`src/hw/rtl/cxalu_pkg.sv`:
```
package cxalu_pkg;

	localparam int DW  = 32;        // operand and result width
	localparam int FB  = 16;        // fraction bits
	localparam int OPW = 3;         // opcode width
	localparam int PW  = 2 * DW;    // full product width
	localparam int RW  = 3 * DW;    // divider remainder width

	localparam logic [DW-1:0] SMAX = {1'b0, {(DW-1){1'b1}}};
	localparam logic [DW-1:0] SMIN = {1'b1, {(DW-1){1'b0}}};

	typedef enum logic [OPW-1:0] {
		OP_ADD = 3'd0,
		OP_SUB = 3'd1,
		OP_MUL = 3'd2,
		OP_DIV = 3'd3,
		OP_NEG = 3'd4,
		OP_MAG = 3'd5
	} op_t;

	typedef enum logic [2:0] {
		K_ADD,
		K_SUB,
		K_MUL,
		K_DIV,
		K_NEG,
		K_MAG,
		K_NONE
	} kind_t;

	typedef struct packed {
		kind_t         kind;
		logic [DW-1:0] ar;
		logic [DW-1:0] ai;
		logic [DW-1:0] br;
		logic [DW-1:0] bi;
	} item_t;

endpackage

```
`src/hw/rtl/cxalu_front.sv`:
```
module cxalu_front import cxalu_pkg::*; (
	input  logic           clk,
	input  logic           arst_n,
	input  logic           start,
	input  logic [OPW-1:0] op,
	input  logic [DW-1:0]  a_real,
	input  logic [DW-1:0]  a_imag,
	input  logic [DW-1:0]  b_real,
	input  logic [DW-1:0]  b_imag,
	input  logic           q_full,
	output logic           busy,
	output logic           v_s1,
	output item_t          item_s1
);

	logic  accept;
	kind_t kind;

	assign busy   = v_s1 & q_full;
	assign accept = start & ~busy;

	always_comb begin
		unique case (op)
			OP_ADD:  kind = K_ADD;
			OP_SUB:  kind = K_SUB;
			OP_MUL:  kind = K_MUL;
			OP_DIV:  kind = K_DIV;
			OP_NEG:  kind = K_NEG;
			OP_MAG:  kind = K_MAG;
			default: kind = K_NONE;
		endcase
	end

	always_ff @(posedge clk or negedge arst_n) begin
		if (!arst_n) begin
			v_s1 <= 1'b0;
		end else begin
			v_s1 <= accept | (v_s1 & q_full);
		end
	end

	always_ff @(posedge clk) begin
		if (accept) begin
			item_s1 <= '{kind: kind, ar: a_real, ai: a_imag, br: b_real, bi: b_imag};
		end
	end

endmodule

```
`config.mk`:
```
export PLATFORM = sky130hd
export DESIGN_NAME = cxalu_front
export DESIGN_NICKNAME = d
export VERILOG_FILES = /design/src/hw/rtl/cxalu_pkg.sv /design/src/hw/rtl/cxalu_front.sv
export SDC_FILE = /design/constraint.sdc
export NUM_CORES = 1
export LEC_CHECK = 0
export BUFFER_PORTS_ARGS = -buffer_cell sky130_fd_sc_hd__buf_4
export CORE_AREA = 2 2 105 107
export DETAILED_ROUTE_END_ITERATION = 7
export DIE_AREA = 0 0 107 109
export PLACE_DENSITY = 0.8
export SLEW_MARGIN = 15
export SYNTH_ARGS = -nofsm -noshare
export SYNTH_HDL_FRONTEND = slang
export SYNTH_SLANG_ARGS = --single-unit
```
`constraint.sdc`:
```
create_clock -name clk -period 10.9 [get_ports clk]
set_input_delay 1.09 -clock clk [delete_from_list [all_inputs] [get_ports clk]]
set_output_delay 1.09 -clock clk [all_outputs]
set_load 0.05 [all_outputs]
```
==> report_table.html <==
<table>
<tr><th>Metric</th><th>Value</th></tr>
<tr><th colspan="2">Outcome</th></tr>
<tr><td>Status</td><td>completed</td></tr>
<tr><th colspan="2">Critical path</th></tr>
<tr><td>Arrival time reported for the critical path endpoint</td><td>1530 ps</td></tr>
<tr><td>Maximum net fanout on the critical path</td><td>3</td></tr>
<tr><td>Sequence of cells on the critical path</td><td>buf_4 &gt; and2_1 &gt; buf_4</td></tr>
<tr><td>Worst Path Required</td><td>9810 ps</td></tr>
<tr><td>Cell type with the highest occurrence count on the critical path</td><td>buf_4</td></tr>
<tr><td>Critical path's largest stage delay</td><td>180 ps</td></tr>
<tr><td>Setup crit end kind</td><td>output port</td></tr>
<tr><td>Type of the worst setup path</td><td>in -&gt; out</td></tr>
<tr><td>Kind of start point of the critical path</td><td>input port</td></tr>
<tr><td>CP max-delay cell</td><td>buf_4</td></tr>
<tr><th colspan="2">Route</th></tr>
<tr><td>Via density per instance</td><td>4.26</td></tr>
<tr><td>Number of search-and-repair iterations in the first detailed-routing pass</td><td>4</td></tr>
<tr><td>Total detailed-routing wirelength</td><td>9440 um</td></tr>
<tr><td>Number of vias in the routed layout</td><td>2,459</td></tr>
<tr><td>Post-detailed-route count of antenna-violating nets</td><td>0</td></tr>
<tr><td>Drt wl/cell</td><td>16.4 um</td></tr>
<tr><td>DRC marker count from the first detailed-route iteration</td><td>88</td></tr>
<tr><td>Post-route DRC violation count</td><td>0</td></tr>
<tr><th colspan="2">Placement</th></tr>
<tr><td>Post-placement cell area</td><td>0.00619 mm2</td></tr>
<tr><td>Setup WS pre-CTS</td><td>8270 ps</td></tr>
<tr><td>Final Wtd Congestion</td><td>0.704</td></tr>
<tr><td>Number of placed cells counting well taps</td><td>545</td></tr>
<tr><td>Number of buffers added on ports</td><td>267</td></tr>
<tr><td>Detailed placement HPWL</td><td>7140 um</td></tr>
<tr><th colspan="2">Global route</th></tr>
<tr><td>Met1 routing resource usage after global routing</td><td>0.150</td></tr>
<tr><td>Congestion Overflow GR</td><td>0</td></tr>
<tr><td>Global router's overall resource usage</td><td>0.153</td></tr>
<tr><td>Met3 usage in global routing</td><td>0.0855</td></tr>
<tr><td>Busiest layer in global routing</td><td>met2</td></tr>
<tr><td>Number of global-route vias before repair</td><td>2,492</td></tr>
<tr><td>Number of antenna violations at the first check in global routing</td><td>0</td></tr>
<tr><td>Largest net degree at the start of global routing</td><td>71</td></tr>
<tr><td>Wire length of the first global-routing pass</td><td>12,900 um</td></tr>
<tr><td>Global routing met2 resource utilization</td><td>0.267</td></tr>
<tr><th colspan="2">Run</th></tr>
<tr><td>Max-cap violations</td><td>0</td></tr>
<tr><th colspan="2">Floorplanning</th></tr>
<tr><td>Die X-Extent</td><td>107 um</td></tr>
<tr><td>Area of the placeable core</td><td>0.0106 mm2</td></tr>
<tr><td>I/O pins</td><td>268</td></tr>
<tr><td>Initial core utilization</td><td>0.377</td></tr>
<tr><td>Cell Rows</td><td>38</td></tr>
<tr><td>Overall die height</td><td>109 um</td></tr>
<tr><td>Area of the die</td><td>0.0117 mm2</td></tr>
<tr><th colspan="2">Power and ir drop</th></tr>
<tr><td>Total power</td><td>1.33 mW</td></tr>
<tr><td>Clock network fraction of design power</td><td>0.410</td></tr>
<tr><td>Part of the power in registers</td><td>0.451</td></tr>
<tr><td>Highest ir drop seen on vdd</td><td>0.000112 V</td></tr>
<tr><td>Internal power of the cells</td><td>1.00 mW</td></tr>
<tr><td>Leakage</td><td>2.85 nW</td></tr>
<tr><td>Switching share of total power</td><td>0.248</td></tr>
<tr><td>Net load switching power</td><td>331 uW</td></tr>
<tr><td>Power density cells</td><td>197 mW/mm2</td></tr>
<tr><td>Combinational cell fraction of total power</td><td>0.140</td></tr>
<tr><th colspan="2">Synthesis</th></tr>
<tr><td>Yosys Warn Count</td><td>0</td></tr>
<tr><td>Synth Net Count</td><td>273</td></tr>
<tr><td>Cell type contributing the most total cell area after synthesis</td><td>edfxtp_1</td></tr>
<tr><td>Largest cells by area after synthesis</td><td>edfxtp_1 (98%), dfrtp_1 (0.63%), a21boi_2 (0.28%)</td></tr>
<tr><td>Share of the synthesized area in the top cell type</td><td>0.984</td></tr>
<tr><td>Number of unique standard cell types used by synthesis</td><td>7</td></tr>
<tr><td>Average instance area after synthesis</td><td>29.0 um2</td></tr>
<tr><td>Syn Std Cell Area</td><td>0.00400 mm2</td></tr>
<tr><td>Yosys reg bits</td><td>132</td></tr>
<tr><td>Cell count after synthesis</td><td>138</td></tr>
<tr><td>Register area share after synthesis</td><td>0.990</td></tr>
<tr><th colspan="2">Clock tree</th></tr>
<tr><td>Post-CTS Hold Buffers</td><td>0</td></tr>
<tr><td>CTS max path bufs</td><td>2</td></tr>
<tr><td>Number of CTS-inserted buffers</td><td>17</td></tr>
<tr><td>Clock slew at reported path FFs</td><td>60 ps</td></tr>
<tr><td>CTS sink count</td><td>132</td></tr>
<tr><td>Number of setup buffers added after CTS</td><td>0</td></tr>
<tr><td>H-Tree Level Count</td><td>4</td></tr>
<tr><td>Clock tree from TritonCTS</td><td>yes</td></tr>
<tr><td>Insertion delay to the later sink of the worst-skew pair</td><td>500 ps</td></tr>
<tr><td>Number of gates given a new drive strength after cts</td><td>0</td></tr>
<tr><td>Root Driver</td><td>clkbuf_8</td></tr>
<tr><th colspan="2">Timing</th></tr>
<tr><td>Time the worst path needs with I/O delays and setup</td><td>2620 ps</td></tr>
<tr><td>Endpoints failing hold</td><td>0</td></tr>
<tr><td>Slew at the pin with the worst max-slew slack</td><td>859 ps</td></tr>
<tr><td>Achievable Freq</td><td>381 MHz</td></tr>
<tr><td>Setup TNS Final</td><td>0 ps</td></tr>
<tr><td>Final number of max-transition violations</td><td>0</td></tr>
<tr><td>RSZ-0062 raised after global routing</td><td>false</td></tr>
<tr><td>Setup violation total in the final timing report</td><td>0</td></tr>
<tr><td>Relative slew slack</td><td>0.427</td></tr>
<tr><td>Post-route worst setup slack</td><td>8280 ps</td></tr>
<tr><td>Worst setup skew after layout</td><td>15.8 ps</td></tr>
<tr><td>Tcrit/Tclk final</td><td>0.241</td></tr>
<tr><th colspan="2">Layout</th></tr>
<tr><td>Count of non-filler cells in the finished layout</td><td>577</td></tr>
<tr><td>Antenna diode count</td><td>0</td></tr>
<tr><td>Design Area, Final</td><td>0.00677 mm2</td></tr>
<tr><td>Fraction of layout instances using a drive strength above 1</td><td>0.686</td></tr>
<tr><td>Final #Nets</td><td>559</td></tr>
<tr><td>Area added between synthesis and finish</td><td>69.4%</td></tr>
<tr><th colspan="2">Worst hold path</th></tr>
<tr><td>HP Class</td><td>in -&gt; async</td></tr>
</table>
-- worst max-delay path: cells and delay by family --
kind | cells | cell delay (ps)
simple gates | 1 | 130
buf+inv | 2 | 310
-- through the flow --
step / util / hold slack (ps)
finish: 0.639 / 351
global route: 0.639 / 313
CTS: 0.639 / 327
detailed placement: 0.584 / 582
global placement: 0.584 / 576
floorplan: - / 794
-- cells by family after synthesis --
| logic type | synth area share |
|---|---|
| buffers and inverters | 0.00188 |
| flip-flops | 0.990 |
| AND/OR/NAND/NOR | 0.00157 |
| AO/OA/AOI/OAI | 0.00657 |
-- cell type report --
| type | instances | area (um2) |
|---|---|---|
| Tap cell | 140 | 175 |
| Clock buffer | 18 | 418 |
| Fill cell | 767 | 3830 |
| Multi-Input combinational cell | 4 | 40.0 |
| Timing Repair Buffer | 269 | 2020 |
| Clock inverter | 14 | 163 |
| Sequential cell | 132 | 3960 |
-- placed cells by master, fill, tap and decap left out --
master | netlist | layout
a21boi_0 | 1 | 1
clkinv_1 | 0 | 1
dfrtp_1 | 1 | 1
clkinv_4 | 0 | 3
clkbuf_16 | 0 | 16
a21boi_4 | 0 | 1
clkbuf_1 | 2 | 1
a21o_1 | 1 | 1
buf_4 | 0 | 269
edfxtp_1 | 131 | 131
clkinvlp_4 | 0 | 3
and2_1 | 1 | 1
bufinv_16 | 0 | 3
clkbuf_8 | 0 | 1
clkinv_2 | 0 | 4
-- registers in the layout (all words and copies together) (netlist names) --
| signal | flops |
|---|---|
| item_s1 | 131 |
| v_s1 | 1 |
-- path summary, 6_finish.rpt --
kind                            slack (ps)            to  startpoint  cells after the start
max in group asynchronous            10470          v_s1      arst_n                      1
worst max register to register        9180  item_s1[114]        v_s1                      2
min in group clk                       600          v_s1        v_s1                      1
worst max-delay path                  8280          busy      q_full                      3
worst min register to register         600          v_s1        v_s1                      1
worst min-delay path                   350          v_s1      arst_n                      1
-- synth_stat cells (all sizes together) --
| master | count |
|---|---|
| a21o | 1 |
| a21boi | 2 |
| edfxtp | 131 |
| and2 | 1 |
| clkbuf | 2 |
| dfrtp | 1 |
-- power groups by stage --
stage               registers (mW)  logic [mW]  clock network, mW
floorplan                    0.708      0.0107                  0
global route                 0.604       0.193              0.582
finish                       0.601       0.186              0.546
detailed placement           0.612       0.188                  0
global placement             0.611       0.186                  0
CTS                          0.602       0.188              0.561
-- routing by layer --
metal  wire length, um  up-vias
met5                 0        -
li1                  -     1132
met2              5110      169
met4               121        0
met3              1110        8
met1              3090     1150
(Power assumes the default switching activity.)
