<file path="config.mk">
export PLATFORM = sky130hd
export DESIGN_NAME = cxalu_queue
export DESIGN_NICKNAME = d
export VERILOG_FILES = /design/src/hw/rtl/cxalu_pkg.sv /design/src/hw/rtl/cxalu_queue.sv
export SDC_FILE = /design/constraint.sdc
export NUM_CORES = 1
export LEC_CHECK = 0
export ABC_AREA = 0
export BUFFER_PORTS_ARGS = -buffer_cell sky130_fd_sc_hd__buf_2
export CAP_MARGIN = 20
export CORE_MARGIN = 8
export CORE_UTILIZATION = 56
export DETAILED_ROUTE_END_ITERATION = 6
export GPL_TIMING_DRIVEN = 0
export PLACE_DENSITY = 0.82
export SLEW_MARGIN = 20
export SYNTH_ARGS = -nofsm -noshare
export SYNTH_HDL_FRONTEND = slang
export SYNTH_SLANG_ARGS = --single-unit
export TNS_END_PERCENT = 1
</file>
<file path="constraint.sdc">
create_clock -name clk -period 14.4 [get_ports clk]
set_input_delay 2.88 -clock clk [delete_from_list [all_inputs] [get_ports clk]]
set_output_delay 2.88 -clock clk [all_outputs]
set_load 0.03 [all_outputs]
</file>
<file path="src/hw/rtl/cxalu_pkg.sv">
package cxalu_pkg;

	localparam int DW  = 32;        // operand and result width
	localparam int FB  = 16;        // fraction bits
	localparam int OPW = 3;         // opcode width
	localparam int PW  = 2 * DW;    // full product width
	localparam int RW  = 3 * DW;    // divider remainder width

	localparam logic [DW-1:0] SMAX = {1'b0, {(DW-1){1'b1}}};
	localparam logic [DW-1:0] SMIN = {1'b1, {(DW-1){1'b0}}};

	typedef enum logic [OPW-1:0] {
		OP_ADD = 3'd0,
		OP_SUB = 3'd1,
		OP_MUL = 3'd2,
		OP_DIV = 3'd3,
		OP_NEG = 3'd4,
		OP_MAG = 3'd5
	} op_t;

	typedef enum logic [2:0] {
		K_ADD,
		K_SUB,
		K_MUL,
		K_DIV,
		K_NEG,
		K_MAG,
		K_NONE
	} kind_t;

	typedef struct packed {
		kind_t         kind;
		logic [DW-1:0] ar;
		logic [DW-1:0] ai;
		logic [DW-1:0] br;
		logic [DW-1:0] bi;
	} item_t;

endpackage

</file>
<file path="src/hw/rtl/cxalu_queue.sv">
module cxalu_queue import cxalu_pkg::*; (
	input  logic  clk,
	input  logic  arst_n,
	input  logic  push,
	input  item_t din,
	output logic  full,
	output logic  ovld,
	output item_t dout
);

	localparam int QD  = 2;
	localparam int QAW = $clog2(QD);

	item_t          mem_q [QD];
	logic [QAW-1:0] wr_q;
	logic [QAW-1:0] rd_q;
	logic [QAW:0]   cnt_q;
	logic           pop;

	// back end never stalls: a waiting word leaves every cycle
	assign pop  = ovld;
	assign full = (cnt_q == (QAW+1)'(QD));
	assign ovld = (cnt_q != '0);
	assign dout = mem_q[rd_q];

	always_ff @(posedge clk or negedge arst_n) begin
		if (!arst_n) begin
			wr_q  <= '0;
			rd_q  <= '0;
			cnt_q <= '0;
		end else begin
			if (push) wr_q <= wr_q + 1'b1;
			if (pop) rd_q <= rd_q + 1'b1;
			if (push && !pop) begin
				cnt_q <= cnt_q + 1'b1;
			end else if (pop && !push) begin
				cnt_q <= cnt_q - 1'b1;
			end
		end
	end

	always_ff @(posedge clk) begin
		if (push) mem_q[wr_q] <= din;
	end

endmodule

</file>
==> impl_metrics.toml, run 1 <==
[sta]
setup_tns_ps = 0
finalCriticalPeriod_ps = 4740
setup_viol = 0
hold_slack_ps = 528
fmax_mhz = 211
rsz0062_at_grt = "no"
worst_pin_slew_ps = 605
min_period_over_period = 0.329
slew_violations = 0
slew-limit-headroom = 0.596
finalHoldViolCount = 0
fin_worst_skew_ps = 13.3

[layout]
nFillCells = 1042
design_area_mm2 = 0.0126
nets = 860
final_cell_mix = "buf_2 (271), edfxtp_1 (262), mux2_4 (80)"
final_common_cell = "buf_2"
seq_area_mm2 = 0.00797
drive_gt1_frac = 0.616
area_delta_synth_final_pct = 26.1
multiInputGateArea_mm2 = 0.00187
utilization = 0.724

[synth]
synth_top_family_by_area = "multiplexers"
synth_cells = 424
seq_area_frac_synth = 0.799
ys_types = 14
synth_compound_area_frac = 0
synth-adder-area-share = 0.00125
synth_nets = 559
synth_area_mm2 = 0.00997
yosysWarnings = 0
synth-seq-cells = 266
synth.avg_cell_area_um2 = 23.5
synth-xor-area-share = 0.00439
muxShareOfSynthArea = 0.178
yosys.area_share.simple = 0.00264

[floorplan]
core_area_mm2 = 0.0174
die_area_mm2 = 0.0223
rows = 48
fp.dieW_um = 149
start_util = 0.574
num_io_pins = 267
die_h_um = 149

[pwr]
combPwrFrac = 0.383
cellPowerDensity_mw_per_mm2 = 219
p_leak_nw = 5.01
clkPwrFrac = 0.230
power_mw = 2.75
switching_share = 0.343
p_sw_mw = 0.944
ir_drop_mv = 0.146
power.internal_mw = 1.81
seqPwrFrac = 0.387

[setup_path]
path_buf_inv = 4
crit_arrival_ps = 1860
r2r_end = "mem_q[0][26]"
required_ps = 11520
r2r-start = "wr_q"
worstSetupEndpointType = "output port"
setup.worst_path.end = "dout[72]"
reg2reg_depth = 4
worstPathMaxFanout = 10
critPathMostFrequentCell = "buf_6"
cp-start-kind = "flip-flop"
critPathKind = "flip-flop to output port"
crit_slowest_cell = "dfrtp_1"
startpoint = "rd_q"
rrSetupSlack_ps = 12470
cp_num_cells = 5
critPathMaxStageDelay_ps = 340
path_cells = "buf_6, buf_8, buf_6, mux2_4, buf_2"
critPathTopFamily = "buffers and inverters"

[global_routing]
grt_pass1_vias = 5398
grt_max_degree = 53
grt_pass1_wl_mm = 29.7
gr-total-overflow = 0
grtUsageTotal = 0.173
antenna_found_initial = 3

[placement]
place.gp.congestion = 0.730
io_buffers = 266
placed_area_mm2 = 0.0118
hpwl_mm = 14.6

[cts]
ctsResizeCount = 0
ctsHoldBuffers = 0
clk-insertion-delay-late_ps = 510
clk_path_buf_depth = 3
cts_made_buffers = 26
post-cts-setup-buffer-count = 0
h-tree-depth = 1
clock-sinks = 266
root_buffer = "clkbuf_16"
path_clk_slew_ps = 60
cts_tree = "built"

[drt]
drt-total-wl_mm = 20.2
avgViaCountPerCell = 5.17
drt_iter0_drc = 260
drtAntennaViolNets = 0
first_pass_iters = 4
vias = 5000
drc = 0
wl_per_cell_um = 20.8

[hold_path]
hold_class = "flip-flop to flip-flop"
min-delay-start = "cnt_q[1]"

[run_status]
status = "complete, no violations"

[job]
cap_violations = 0
## flip-flops by register name (all words and copies together), names as in the netlist
register / count
wr_q: 1
cnt_q: 2
rd_q: 1
mem_q: 262
## layout make-up
cell class                 count  share of cell area
inverter                       1            0.000299
multi-input combinational    142               0.149
tap                          225              0.0224
antenna                        1            0.000199
clock inverter                14             0.00925
sequential                   266               0.634
clock buffer                  31              0.0549
timing repair buffer         273               0.119
buffer                        15              0.0112
## worst min path at each step
stage	endpoint	depth (start not counted)
floorplan	wr_q	1
global placement	wr_q	1
detailed placement	cnt_q[1]	1
CTS	cnt_q[1]	1
global route	cnt_q[1]	1
finish	cnt_q[1]	1
## cells in the mapped netlist
cell type,n,area (µm²)
xor2_1,3,26.3
xnor2_1,2,17.5
nor2_1,2,7.51
dfrtp_1,4,100
edfxtp_1,262,7870
buf_6,9,101
mux2_4,80,1200
mux2_2,51,574
buf_8,1,15.0
ha_1,1,12.5
buf_2,5,25.0
and2_1,1,6.26
nor2b_1,2,12.5
inv_1,1,3.75
## stage by stage
| step | std cells | setup slack (ps) |
|---|---|---|
| 2_1_floorplan | 424 | 5210 |
| 3_3_place_gp | 915 | 2390 |
| 3_5_place_dp | 922 | 9850 |
| 4_1_cts | 967 | 9600 |
| 5_1_grt | 968 | 9560 |
| 6_report | 968 | 9660 |
## layer usage
metal  vias to the layer above  global-route usage  wire [µm]
met5                         -                   0         24
met4                         4              0.0439        363
met3                        33              0.0556       2020
met2                       233               0.303      10200
met1                      2440               0.203       7520
li1                       2290                   -          -
## power by group through the flow
stage	Sequential, mW	Combinational (mW)	Clock [mW]
global route	1.08	1.11	0.676
detailed placement	1.08	1.07	0
global placement	1.11	1.02	0
finish	1.07	1.06	0.633
CTS	1.07	1.07	0.648
floorplan	1.10	0.776	0
## cells by family after synthesis
family / after synthesis
xor gates and xnor gates: 5
DFF: 266
muxes: 131
buffers and inverters: 16
and+or+nand+nor: 5
adders and majority gates: 1
Power figures use the tool's default switching activity.
==> run 2: changes to the inputs <==
- ABC_AREA: 0 -> 1
- CORE_UTILIZATION: 56 -> 52
- PLACE_DENSITY: 0.82 -> 0.77
- clock period: 14.4 -> 4.54 ns (I/O delays scaled with it)
==> impl_metrics.toml, run 2 <==
[run_status]
status = "complete, no violations"

[synth]
yosysWarnings = 0
synth_flop_cell = "edfxtp_1"
synth_nets = 845
synth-seq-cells = 266
synth.avg_cell_area_um2 = 13.8
synth_top_area_cell = "edfxtp_1"
yosys-top-cells-count = "nand2_1 (398), edfxtp_1 (262), buf_2 (16), buf_6 (10), inv_1 (7)"
ys_types = 14
ys_async_sr_fraction = 0.0150
synth-edff-count = 262
synth_cells = 710
yosys.area.top_type_share = 0.805
synth_most_common_cell = "nand2_1"
yosys-top-cells-area = "edfxtp_1 (81%), nand2_1 (15%), buf_6 (1.2%)"
synth_area_mm2 = 0.00977
seq_area_frac_synth = 0.815

[pwr]
p_leak_nw = 5.40
ir_drop_mv = 0.430
cellPowerDensity_mw_per_mm2 = 728

[layout]
drive_gt1_frac = 0.329
nets = 1146
design_area_mm2 = 0.0124
final-instance-count-excl-fill = 1265
final_cell_mix = "nand2_1 (398), buf_2 (282), edfxtp_1 (262)"
area_delta_synth_final_pct = 26.5
largest_reg_flops = 262
final_common_cell = "nand2_1"
top_register = "mem_q"
top_regs = "mem_q x262, cnt_q x2"
utilization = 0.665

[cts]
post-cts-setup-buffer-count = 0
root_buffer = "clkbuf_16"
cts_made_buffers = 27
h-tree-depth = 1
ctsHoldBuffers = 0
path_clk_slew_ps = 60
ctsResizeCount = 0
clk-insertion-delay-late_ps = 510
clock-sinks = 266
cts_tree = "built"
clk_path_buf_depth = 3

[placement]
numPlacedInstances = 1216
hpwl_mm = 15.3
place.gp.congestion = 0.757
io_buffers = 266
placed_area_mm2 = 0.0115

[floorplan]
num_io_pins = 267
core_area_mm2 = 0.0186
fp.dieW_um = 153
start_util = 0.526
rows = 50
die_area_mm2 = 0.0234
die_h_um = 153

[global_routing]
antenna_found_initial = 4
grt_pass1_wl_mm = 33.0
grt_pass1_vias = 6210
gr-total-overflow = 0
grt_max_degree = 87
grtUsageTotal = 0.179

[sta]
fmax_mhz = 360
rsz0062_at_grt = "no"
finalCriticalPeriod_ps = 2780
finalHoldViolCount = 0
setup_viol = 0
slew_violations = 0
worst_pin_slew_ps = 711
min_period_over_period = 0.611
fin_worst_skew_ps = 6.98
slew-limit-headroom = 0.525

[setup_path]
cp-start-kind = "flip-flop"
crit_slowest_cell = "dfrtp_1"
required_ps = 3630
reg2reg_depth = 3
startpoint = "rd_q"
setup.worst_path.end = "dout[91]"
worstSetupEndpointType = "output port"
r2r_end = "mem_q[0][35]"
worstPathMaxFanout = 10
critPathMaxStageDelay_ps = 360
crit_arrival_ps = 1870
r2r-start = "wr_q"
critPathKind = "flip-flop to output port"
path_cells = "buf_4, inv_4, buf_6, buf_6, nand2_1, nand2_1, buf_2"
rrSetupSlack_ps = 2730

[drt]
drt_iter0_drc = 335
drt-total-wl_mm = 21.8
wl_per_cell_um = 17.2
vias = 6203
avgViaCountPerCell = 4.90
drtAntennaViolNets = 0
first_pass_iters = 4
drc = 0

[job]
cap_violations = 0

[hold_path]
hold_class = "primary input to asynchronous set/reset pin"
-- run 2: cell families after synthesis --
group         count (synthesis)  share of synthesized area
flops                       266                      0.815
xor+xnor                      3                    0.00269
fa+ha+maj                     1                    0.00128
buf+inv                      37                     0.0254
simple gates                403                      0.155
-- run 2: final cells by class --
type,count,area (µm²)
diodes,3,7.51
plain buffers,29,215
clock buffers,30,687
clock inverters,16,121
fillers,1342,6220
inverters,8,40.0
multi-input cells,407,1560
flip-flops and latches,266,7970
well taps,234,293
repair buffers,272,1470
-- run 2: layer usage --
metal	global-route usage	up-vias	routed length, µm
met5	0	-	13
met4	0.0613	2	491
met3	0.0516	33	1860
met2	0.318	221	11300
met1	0.202	2933	8080
li1	-	3014	-
-- run 2: worst max-delay path: cells and delay by family (launching register included) --
family,cells,cell delay (ps)
buffers and inverters,5,850
flip-flops,1,360
AND/OR/NAND/NOR,2,140
-- run 2: stage by stage --
stage	total power [mW]	hold WS (ps)	setup TNS [ps]	setup WS, ps
after floorplan	5.87	463	0	560
after global placement	7.00	482	-121630	-934
after detailed placement	7.07	501	0	2060
after CTS	9.11	168	0	1710
after global routing	9.46	178	0	1650
final	9.00	193	0	1760
-- run 2: how the worst min path moves through the flow --
stage / from / end / slack [ps] / cells after the start
2_1_floorplan: cnt_q[1] / cnt_q[1] / 460 / 2
3_3_place_gp: cnt_q[1] / cnt_q[1] / 480 / 2
3_5_place_dp: cnt_q[1] / cnt_q[1] / 500 / 2
4_1_cts: arst_n / cnt_q[0] / 170 / 1
5_1_grt: arst_n / cnt_q[0] / 180 / 1
6_report: arst_n / cnt_q[0] / 190 / 1
-- run 2: power by group --
part           internal (mW)  switching (mW)
registers               3.26           0.112
logic                  0.948            2.66
clock network           1.19           0.840
total                   5.39            3.61
==> run 3: changes to the inputs <==
- clock period: 4.54 -> 2.6 ns (I/O delays scaled with it)
==> impl_metrics.toml, run 3 (synthesized netlist as in run 2, its figures left out) <==
[run_status]
status = "complete, no violations"

[layout]
design_area_mm2 = 0.0124
area_delta_synth_final_pct = 27.3
nets = 1150
seq_area_mm2 = 0.00797
multiInputGateArea_mm2 = 0.00158
drive_gt1_frac = 0.331
top_regs = "mem_q x262, cnt_q x2"
largest_reg_flops = 262
nFillCells = 1313
top_register = "mem_q"
final-instance-count-excl-fill = 1273
final_common_cell = "nand2_1"
utilization = 0.669
final_cell_mix = "nand2_1 (397), buf_2 (282), edfxtp_1 (262)"

[cts]
cts_tree = "built"
post-cts-setup-buffer-count = 0
clock-sinks = 266
h-tree-depth = 1
root_buffer = "clkbuf_16"
clk-insertion-delay-late_ps = 530
path_clk_slew_ps = 60
clk_path_buf_depth = 3
cts_made_buffers = 27
ctsResizeCount = 0

[sta]
slew-limit-headroom = 0.526
setup_tns_ps = 0
slew_violations = 0
fin_worst_skew_ps = 17.0
fmax_mhz = 423
worst_pin_slew_ps = 709
finalHoldViolCount = 0
setup_viol = 0
rsz0062_at_grt = "no"
min_period_over_period = 0.910
finalCriticalPeriod_ps = 2370
hold_slack_ps = 173

[drt]
wl_per_cell_um = 17.4
drtAntennaViolNets = 0
vias = 6272
drc = 0
avgViaCountPerCell = 4.93
first_pass_iters = 4
drt-total-wl_mm = 22.1
drt_iter0_drc = 331

[setup_path]
critPathKind = "flip-flop to output port"
r2r_end = "mem_q[0][52]"
reg2reg_depth = 4
crit_arrival_ps = 1850
rrSetupSlack_ps = 560
worstPathMaxFanout = 10
r2r-start = "wr_q"
required_ps = 2080
worstSetupEndpointType = "output port"
cp-start-kind = "flip-flop"

[pwr]
cellPowerDensity_mw_per_mm2 = 1270
ir_drop_mv = 0.864
p_leak_nw = 5.43

[placement]
io_buffers = 266
place.gp.congestion = 0.748
placed_area_mm2 = 0.0116
hpwl_mm = 15.5
numPlacedInstances = 1219

[floorplan]
core_area_mm2 = 0.0186
die_h_um = 153
num_io_pins = 267
fp.dieW_um = 153
start_util = 0.526
rows = 50
die_area_mm2 = 0.0234

[hold_path]
min-delay-start = "din[114]"
min_to = "mem_q[0][114]"
hold_class = "primary input to flip-flop"
hold-path-cell-count = 1

[global_routing]
gr-total-overflow = 0
grt_max_degree = 34
grt_pass1_wl_mm = 34.1
grt_pass1_vias = 6508
antenna_found_initial = 6
grtUsageTotal = 0.183

[job]
cap_violations = 0
[run 3: worst max path at each step]
stage                     from            to  depth (start not counted)
final                     rd_q      dout[87]                          7
after global routing      rd_q      dout[87]                          7
after CTS                 rd_q      dout[87]                          7
after detailed placement  push  mem_q[0][47]                          6
after global placement    push  mem_q[1][43]                          3
after floorplan           push   mem_q[0][0]                          2
[run 3: timing repair]
action | CTS | global route
hold endpoints to repair | 4 | 0
hold buffers | 1 | 0
setup endpoints to repair | 0 | 0
[run 3: layout make-up]
| cell class | instances | share of cell area |
|---|---|---|
| Multi-Input combinational cell | 407 | 0.127 |
| Sequential cell | 266 | 0.641 |
| Buffer | 29 | 0.0173 |
| Inverter | 8 | 0.00392 |
| Clock inverter | 16 | 0.00785 |
| Tap cell | 234 | 0.0235 |
| Timing Repair Buffer | 276 | 0.123 |
| Antenna cell | 3 | 0.000604 |
| Clock buffer | 34 | 0.0564 |
[run 3: report_power, final]
part           switching [mW]  internal, mW  leakage [nW]  total [mW]
sequential              0.208          5.68          2.51        5.89
combinational            4.66          1.70          2.53        6.36
clock                    1.50          2.00         0.393        3.50
[run 3: stage by stage]
stage	power, mW	setup slack [ps]
floorplan	10.2	-287
global placement	12.2	-1680
detailed placement	12.4	212
CTS	15.9	193
global route	16.5	114
finish	15.7	234
[run 3: critical path, stage by stage (launching register included)]
cell	delay [ps]
dfrtp_1	360
buf_4	160
inv_4	90
buf_6	200
buf_6	170
nand2_1	60
nand2_1	80
buf_2	200
[run 3: per-layer routing]
metal,GRT usage,vias to the layer above,share of wire
met4,0.0688,6,0.035
met5,0,-,0.0016
met3,0.0553,54,0.068
met1,0.204,2988,0.39
li1,-,3015,-
met2,0.326,209,0.51
